$ cat src/rtl/core/mrc_pkg.sv
// shared types, codes and constants of the modbus rtu reply checker
// no dependencies; imported by mrc_ctrl, mrc_dp and the top level
package mrc_pkg;

	// crc-16 as used on modbus rtu lines
	localparam logic [15:0] CRC_INIT = 16'hFFFF;
	localparam logic [15:0] CRC_POLY = 16'hA001;

	// function codes and the exception flag
	localparam logic [7:0] FUNC_READ  = 8'h03;
	localparam logic [7:0] FUNC_WRITE = 8'h10;
	localparam logic [7:0] EXC_FLAG   = 8'h80;

	// header bytes kept from the start of each frame
	localparam int HDR_DEPTH = 6;
	localparam int HDR_AW    = 3;

	// word counter width, follows the 5 bit register count
	localparam int CNT_W = 5;

	// register indexes on the configuration port (paddr[3:2])
	localparam logic [1:0] REG_SLAVE_ADDR = 2'd0;
	localparam logic [1:0] REG_OP_KIND    = 2'd1;
	localparam logic [1:0] REG_START_REG  = 2'd2;
	localparam logic [1:0] REG_REG_COUNT  = 2'd3;

	// result status codes
	typedef enum logic [1:0] {
		ST_OK      = 2'd0,
		ST_CRC     = 2'd1,
		ST_EXC     = 2'd2,
		ST_INVALID = 2'd3
	} mrc_status_t;

	// configuration seen by the datapath
	typedef struct packed {
		logic [7:0]       slave_address;
		logic             operation_kind;
		logic [15:0]      start_register;
		logic [CNT_W-1:0] register_count;
	} mrc_cfg_t;

	// commands from the controller
	typedef struct packed {
		logic take_byte;
		logic check;
		logic load_word;
		logic load_status;
	} mrc_cmd_t;

	// status back to the controller
	typedef struct packed {
		logic words_out;
		logic last_word;
	} mrc_stat_t;

	// one byte through the reflected crc, one shift per bit
	function automatic logic [15:0] crc16_byte(input logic [15:0] crc, input logic [7:0] data);
		logic [15:0] c;
		c = crc ^ {8'h00, data};
		for (int i = 0; i < 8; i++) begin
			c = c[0] ? ((c >> 1) ^ CRC_POLY) : (c >> 1);
		end
		return c;
	endfunction

endpackage

$ cat src/rtl/core/mrc_dp.sv
// datapath of the reply checker: crc, byte count, header, word store, result register
// depends on mrc_pkg; commanded by mrc_ctrl
module mrc_dp
	import mrc_pkg::*;
#(
	parameter int MAX_REGISTERS   = 16,
	parameter int MAX_FRAME_BYTES = 64
) (
	input  logic        clk,
	input  logic        arst_n,
	input  mrc_cfg_t    cfg,
	input  mrc_cmd_t    cmd,
	input  logic [7:0]  rx_byte,
	output mrc_stat_t   stat,
	output logic [15:0] out_value,
	output logic [3:0]  out_index,
	output logic [1:0]  out_status,
	output logic [7:0]  out_exc,
	output logic        out_last
);

	localparam int CW = $clog2(MAX_FRAME_BYTES + 1);
	localparam int AW = (MAX_REGISTERS > 1) ? $clog2(MAX_REGISTERS) : 1;
	localparam int LW = 10;

	logic [15:0]      crc_q;
	logic [CW-1:0]    byte_count_q;
	logic [7:0]       high_byte_hold_q;
	logic             overflow_q;
	logic [7:0]       hdr_q [HDR_DEPTH];
	logic [15:0]      word_mem [MAX_REGISTERS];
	logic [15:0]      rd_data_q;
	logic [CNT_W-1:0] widx_q;
	mrc_status_t      status_q;
	logic [7:0]       exc_q;

	logic             room;
	logic [CW-1:0]    off;
	logic             word_we;
	logic [AW-1:0]    word_waddr;
	logic [CNT_W-1:0] widx_next;
	logic [AW-1:0]    word_raddr;
	logic [7:0]       func;
	logic [LW-1:0]    n_ext;
	logic [LW-1:0]    read_len;
	logic             bad_count;
	logic             exc_hit;
	logic             read_ok;
	logic             write_ok;
	mrc_status_t      status_d;

	// byte position bookkeeping
	assign room       = 32'(byte_count_q) < MAX_FRAME_BYTES;
	assign off        = byte_count_q - CW'(3);
	assign word_we    = cmd.take_byte && room && (byte_count_q >= CW'(3)) && off[0]
	                    && (32'(off >> 1) < MAX_REGISTERS);
	assign word_waddr = AW'(off >> 1);

	// running frame state, cleared once the frame is checked
	always_ff @(posedge clk or negedge arst_n) begin
		if (!arst_n) begin
			crc_q            <= CRC_INIT;
			byte_count_q     <= '0;
			high_byte_hold_q <= '0;
			overflow_q       <= 1'b0;
		end else if (cmd.check) begin
			crc_q            <= CRC_INIT;
			byte_count_q     <= '0;
			high_byte_hold_q <= '0;
			overflow_q       <= 1'b0;
		end else if (cmd.take_byte) begin
			crc_q <= crc16_byte(crc_q, rx_byte);
			if (room) begin
				byte_count_q <= byte_count_q + CW'(1);
				if ((byte_count_q >= CW'(3)) && !off[0]) begin
					high_byte_hold_q <= rx_byte;
				end
			end else begin
				overflow_q <= 1'b1;
			end
		end
	end

	// header capture
	always_ff @(posedge clk) begin
		if (cmd.take_byte && (byte_count_q < CW'(HDR_DEPTH))) begin
			hdr_q[byte_count_q[HDR_AW-1:0]] <= rx_byte;
		end
	end

	// word read address, one ahead while words are being sent
	assign widx_next  = widx_q + CNT_W'(1);
	always_comb begin
		word_raddr = AW'(widx_q);
		if (cmd.check) begin
			word_raddr = '0;
		end else if (cmd.load_word) begin
			word_raddr = (32'(widx_next) < MAX_REGISTERS) ? AW'(widx_next) : '0;
		end
	end

	// word store, one write and one registered read a cycle
	always_ff @(posedge clk) begin
		if (word_we) begin
			word_mem[word_waddr] <= {high_byte_hold_q, rx_byte};
		end
		rd_data_q <= word_mem[word_raddr];
	end

	// end of frame checks
	assign func      = cfg.operation_kind ? FUNC_WRITE : FUNC_READ;
	assign n_ext     = LW'(byte_count_q);
	assign read_len  = LW'(5) + (LW'(cfg.register_count) << 1);
	assign bad_count = (cfg.register_count == '0) || (32'(cfg.register_count) > MAX_REGISTERS);
	assign exc_hit   = (n_ext >= LW'(5)) && (hdr_q[0] == cfg.slave_address)
	                   && (hdr_q[1] == (func | EXC_FLAG));
	assign read_ok   = (n_ext == read_len) && (hdr_q[0] == cfg.slave_address)
	                   && (hdr_q[1] == FUNC_READ) && (hdr_q[2] == {2'b00, cfg.register_count, 1'b0});
	assign write_ok  = (n_ext == LW'(8)) && (hdr_q[0] == cfg.slave_address)
	                   && (hdr_q[1] == FUNC_WRITE)
	                   && (hdr_q[2] == cfg.start_register[15:8])
	                   && (hdr_q[3] == cfg.start_register[7:0])
	                   && (hdr_q[4] == 8'h00) && (hdr_q[5] == {3'b000, cfg.register_count});

	always_comb begin
		status_d = ST_OK;
		if (overflow_q || bad_count) begin
			status_d = ST_INVALID;
		end else if ((n_ext < LW'(4)) || (crc_q != 16'h0000)) begin
			status_d = ST_CRC;
		end else if (exc_hit) begin
			status_d = ST_EXC;
		end else if (!cfg.operation_kind) begin
			if (!read_ok) begin
				status_d = ST_INVALID;
			end
		end else if (!write_ok) begin
			status_d = ST_INVALID;
		end
	end

	assign stat.words_out = (status_d == ST_OK) && !cfg.operation_kind;
	assign stat.last_word = (widx_q == (cfg.register_count - CNT_W'(1)));

	// word counter for the read results
	always_ff @(posedge clk or negedge arst_n) begin
		if (!arst_n) begin
			widx_q <= '0;
		end else if (cmd.check) begin
			widx_q <= '0;
		end else if (cmd.load_word) begin
			widx_q <= widx_next;
		end
	end

	// verdict held for the status result
	always_ff @(posedge clk) begin
		if (cmd.check) begin
			status_q <= status_d;
			exc_q    <= (status_d == ST_EXC) ? hdr_q[2] : 8'h00;
		end
	end

	// result register
	always_ff @(posedge clk) begin
		if (cmd.load_word) begin
			out_value  <= rd_data_q;
			out_index  <= widx_q[3:0];
			out_status <= ST_OK;
			out_exc    <= 8'h00;
			out_last   <= stat.last_word;
		end else if (cmd.load_status) begin
			out_value  <= 16'h0000;
			out_index  <= 4'h0;
			out_status <= status_q;
			out_exc    <= exc_q;
			out_last   <= 1'b1;
		end
	end

endmodule

$ cat config.mk
export PLATFORM = sky130hd
export DESIGN_NAME = mrc_dp
export DESIGN_NICKNAME = d
export VERILOG_FILES = /design/src/rtl/core/mrc_pkg.sv /design/src/rtl/core/mrc_dp.sv
export SDC_FILE = /design/constraint.sdc
export NUM_CORES = 1
export LEC_CHECK = 0
export BUFFER_PORTS_ARGS = -buffer_cell sky130_fd_sc_hd__buf_2
export CAP_MARGIN = 20
export CORE_ASPECT_RATIO = 1.2
export CORE_MARGIN = 2
export CORE_UTILIZATION = 35
export DETAILED_ROUTE_END_ITERATION = 16
export GPL_ROUTABILITY_DRIVEN = 0
export MAX_ROUTING_LAYER = met4
export PLACE_DENSITY = 0.61
export SYNTH_ARGS = -nofsm -noshare
export SYNTH_HDL_FRONTEND = slang
export SYNTH_SLANG_ARGS = --single-unit
$ cat constraint.sdc
create_clock -name clk -period 4.4 [get_ports clk]
set_input_delay 0.44 -clock clk [delete_from_list [all_inputs] [get_ports clk]]
set_output_delay 0.44 -clock clk [all_outputs]
set_load 0.1 [all_outputs]
# --- Word level (Yosys, flattened, before mapping) ---
# Memories as Yosys holds them, arrays and structs flattened. A register that Yosys moved wholly into a read port is not among the register bits.
# Cells that the tools add are included.
word_totals:
  memories: 2
  inputBits: 44
  regBits: 78
  mem_bits_rw: 304
  output_inout_bits: 33
  word_cells: 126
mem_list:
  columns: ["name", "depth", "word_bits", "read_ports", "rd_ports_with_merged_regs", "wr", "line", "source"]
  rows:
  - ["word_mem", 16, 16, 1, 1, 1, "mrc_dp.sv:31", "logic [15:0] word_mem [MAX_REGISTERS];"]
  - ["hdr_q", 6, 8, 6, 0, 1, "mrc_dp.sv:30", "logic [7:0] hdr_q [HDR_DEPTH];"]
classes:
  n_addsub: 5
  order_cmp: 8
  n_eq_ne: 13
  bitwise_logic: 9
  reduce_logical: 35
  mux: 42
op_table:
  columns: ["op", "count"]
  rows:
  - ["$mux W16", 12]
  - ["$eq A8 B8 Y1", 4]
  - ["$mux W8", 4]
  - ["$not A2 Y3", 8]
  - ["$mux W7", 3]
  - ["$mux W4", 5]
  - ["$logic_and A1 B1 Y1", 18]
  - ["$reduce_bool A16 Y1", 1]
  - ["$xor A16 B8 Y16", 1]
  - ["$mux W5", 3]
  - ["$lt A7 B3 Y1 const B", 2]
  - ["$mux W2", 6]
  - ["$reduce_bool A2 Y1", 5]
  - ["$mux W1", 9]
  - ["$eq A8 B2 Y1 const B", 1]
  - ["$eq A8 B5 Y1", 1]
  - ["$eq A8 B5 Y1 const B", 1]
  - ["$eq A8 B6 Y1", 1]
  - ["$logic_not A8 Y1", 1]
  - ["$add A3 B6 Y7 const A", 1]
  - ["$add A7 B1 Y7 const B", 1]
  - ["$eq A7 B4 Y1 const B", 1]
  - ["$eq A7 B7 Y1", 1]
  - ["$ge A7 B2 Y1 const B", 1]
  - ["17 further kinds", 21]

# --- Logic depth before layout (Yosys ltp) ---
logic_depth:
  ltp_word: 19
  depth_mapped: 11
  mapped_depth_nobuf: 9

# --- Worst setup path after synthesis ---
# OpenSTA, ideal clock, no wires.
synth_timing:
  path_type: "input -> register"
  startpoint: "input port cfg[1] (netlist bit)"
  endpoint: "register out_last (data pin)"
  path_slack_ns: -2.179
  required_time_ns: 4.231
  cell_stages: 6
  arrival_ns: 6.410
  path_buffers: 0
  setup_time_ns: 0.169
  cell_sequence: "inv_1 > ha_1 > nand2_1 > or4_1 > a2111oi_0 > nand2b_1"
synth_lines:
  columns: ["element", "line", "source"]
  rows:
  - ["start, declared", "mrc_dp.sv:11", "input mrc_cfg_t cfg,"]
  - ["end signal, assigned", "mrc_dp.sv:171", "out_last <= stat.last_word;"]
  - ["end, declared", "mrc_dp.sv:19", "output logic out_last"]

==> flow_summary.json <==
{
  "outcome": "finished clean",
  "slowest_delay_ns": 0.54,
  "routed_via_density": 5.35,
  "portBuffers": 76,
  "routed_wl_mm": 42.5,
  "hold_path_class": "in -> async",
  "n_fill_cell": 4434,
  "leakagePower_uw": 0.00664,
  "die-width_um": 204,
  "clock.fmax_ghz": 0.303,
  "core_um2": 47800,
  "cts.repair.resized": 0,
  "worstSetupStartpoint": "byte_count_q[0]$_DFFE_PN0P_",
  "synth_top_cell_by_area": "edfxtp_1",
  "clock_sink_count": 398,
  "synth_top_area_share": 0.597,
  "fin_crit_ns": 3.30,
  "worstPathRequired_ns": 3.96,
  "syn2layout_area_growth_pct": 14.3,
  "clockRootBuffer": "clkbuf_16",
  "path_max_fanout": 13,
  "drtIter0Drc": 977,
  "ys_seq_area_frac": 0.684,
  "synth_warnings": 0,
  "fin_setup_tns_ns": 0,
  "wl_per_cell_um": 21.1,
  "drive_gt1_frac": 0.146,
  "hold_viol": 0,
  "ys_seq_elements": 398,
  "rows": 88,
  "synth-edff-count": 335,
  "ff2ff_setup_slack_ns": 1.43,
  "multi_input_area_um2": 4980,
  "worstPathCellList": "inv_1, ha_1, nor4b_1, nand4_1, nor2_1, and3_1, a31oi_1, nor3_1, buf_2",
  "critPathBufInv": 2,
  "grt-ovfl-total": 0,
  "grt_pass1_vias": 10500,
  "synth_flop_cell": "edfxtp_1",
  "drv_cap": 0,
  "r2r_cells": 9,
  "final_cell_mix": "edfxtp_1 (335), nand2_1 (218), a211o_1 (94), buf_2 (77), nand4_1 (75)",
  "cp_slowest_cell": "dfrtp_1",
  "design_area_um2": 19300,
  "insertion_delay_ns": 0.55,
  "htreeDepth": 2,
  "clk_path_buf_depth": 3,
  "drc": 0,
  "io_pins": 77,
  "drtPass1Iterations": 5,
  "die_h_um": 244,
  "synth_area_leaders": "edfxtp_1 (60%), a211o_1 (4.9%), nand2_1 (4.9%)",
  "r2r_start": "widx_q[1]$_DFFE_PN0P_",
  "synth_cells": 1296,
  "final_common_cell": "edfxtp_1",
  "cts.clk_slew.worst_paths_ns": 0.06,
  "rsz0062_at_grt": "no",
  "synth_area_um2": 16900,
  "seq_area_um2": 11500,
  "worstMarginPinSlew_ns": 1.08,
  "grt_pass1_wl_mm": 63.8,
  "cpLargestDelayFamily": "simple AND/OR/NAND/NOR gates",
  "skew_ns": 0.0226,
  "postRouteAntennaNets": 0,
  "cts_tree": "done",
  "initial_core_util": 0.353,
  "synth.distinct_cells": 60,
  "syn_nets": 1349,
  "cts_buffers": 42,
  "drv_slew": 0,
  "antenna_cells": 0,
  "antenna_found_initial": 0,
  "slew-limit-headroom": 0.282,
  "dpl_cell_area_um2": 17900,
  "r2r-end": "rd_data_q[5]$_DFF_P_",
  "async_flop_share": 0.0930,
  "crit_path_end_kind": "output port",
  "max-vdd-ir-drop_v": 0.000292,
  "cts_hold_buf": 0,
  "cp-start-kind": "flip-flop",
  "die_area_um2": 49900,
  "critPathKind": "reg -> out",
  "track_usage": 0.173,
  "post-dp-hpwl_mm": 26.2,
  "arrival_ns": 2.86,
  "setup_viol_count_final": 0,
  "post-cts-setup-buffers": 0,
  "nets": 1410,
  "vias": 10800,
  "timing.final.crit_share": 0.751,
  "avgSynthCellArea_um2": 13.0,
  "p_per_area_nw_per_um2": 446,
  "grt_start_max_net_pins": 81
}
==> layout make-up <==
| class | count | area share |
|---|---|---|
| clock buffers | 53 | 0.0589 |
| clock inverters | 21 | 0.00988 |
| inverters | 9 | 0.00175 |
| multi-input cells | 806 | 0.259 |
| flip-flops and latches | 398 | 0.598 |
| well taps | 630 | 0.0409 |
| repair buffers | 100 | 0.0313 |
==> metrics by stage <==
stage / hold WS [ns] / power [uW] / utilization / setup slack [ns] / cells
3_3_place_gp: 0.466 / 5250 / 0.374 / 1.37 / 1939
3_5_place_dp: 0.474 / 5260 / 0.374 / 1.43 / 1939
2_1_floorplan: 0.144 / 4990 / - / 0.134 / 1296
4_1_cts: 0.0211 / 8660 / 0.402 / 1.03 / 2013
5_1_grt: 0.0722 / 8880 / 0.403 / 0.909 / 2017
6_report: 0.0128 / 8590 / 0.403 / 1.10 / 2017
==> synthesized netlist by cell type (4+ instances only) <==
master and n:
edfxtp_1 335, nand2_1 218, a211o_1 94, nand4_1 75, nand3_1 60, xnor2_1 56, nor2_1 54, clkbuf_1 45
a211oi_1 32, and2_1 30, dfxtp_1 26, a21oi_1 23, a31oi_1 22, buf_2 22, dfrtp_1 21, o21ai_0 21
xor2_1 19, mux2i_1 17, dfstp_2 16, nor4_1 12, ha_1 9, inv_1 8, nor3_1 8, buf_1 7
nand2b_1 7, nor2b_1 7, buf_4 4, buf_6 4
==> power by group <==
group / switching (uW) / internal, uW
clock: 1410 / 2000
combinational: 590 / 268
sequential: 102 / 4220
total: 2100 / 6490
==> layer usage <==
layer,share of wire,global-route usage,vias to the layer above
met5,0,-,-
met4,0.034,0.0697,0
met3,0.052,0.0179,77
met2,0.50,0.288,340
met1,0.41,0.216,5400
li1,-,-,4984
==> worst register-to-register path, stage by stage, from the launching register on <==
cell and delay (ns):
dfrtp_1 0.46, ha_1 0.33, nand3_2 0.15, xnor2_2 0.22, o21ai_4 0.18, and2_4 0.68, buf_4 0.48, a211o_1 0.18
nand4_1 0.10, nand4_1 0.15
==> worst max-delay path by stage <==
stage	end	depth (start not counted)
2_1_floorplan	stat[1]	8
3_3_place_gp	stat[1]	9
3_5_place_dp	word_mem[9][7]$_DFFE_PP_	4
4_1_cts	stat[1]	9
5_1_grt	stat[1]	9
6_report	stat[1]	9
==> sequential cells by signal, indices dropped and copies added (netlist names), 5 cells and up <==
signal,cells
byte_count_q,7
word_mem,256
out_value,16
hdr_q,48
out_exc,8
widx_q,5
high_byte_hold_q,8
crc_q,16
rd_data_q,16
exc_q,8
==> cells by family (layout without fill, tap and decap cells) <==
group,after synthesis,count (layout),synth area share
XOR/XNOR,77,77,0.0413
AND/OR/NAND/NOR,489,489,0.138
adder cells (fa/ha/maj),9,9,0.00668
multiplexers,17,17,0.0101
AO/OA/AOI/OAI,214,214,0.0955
flip-flops,398,398,0.684
buffers and inverters,92,183,0.0249
Note: power is estimated with default switching activity, not from simulation.
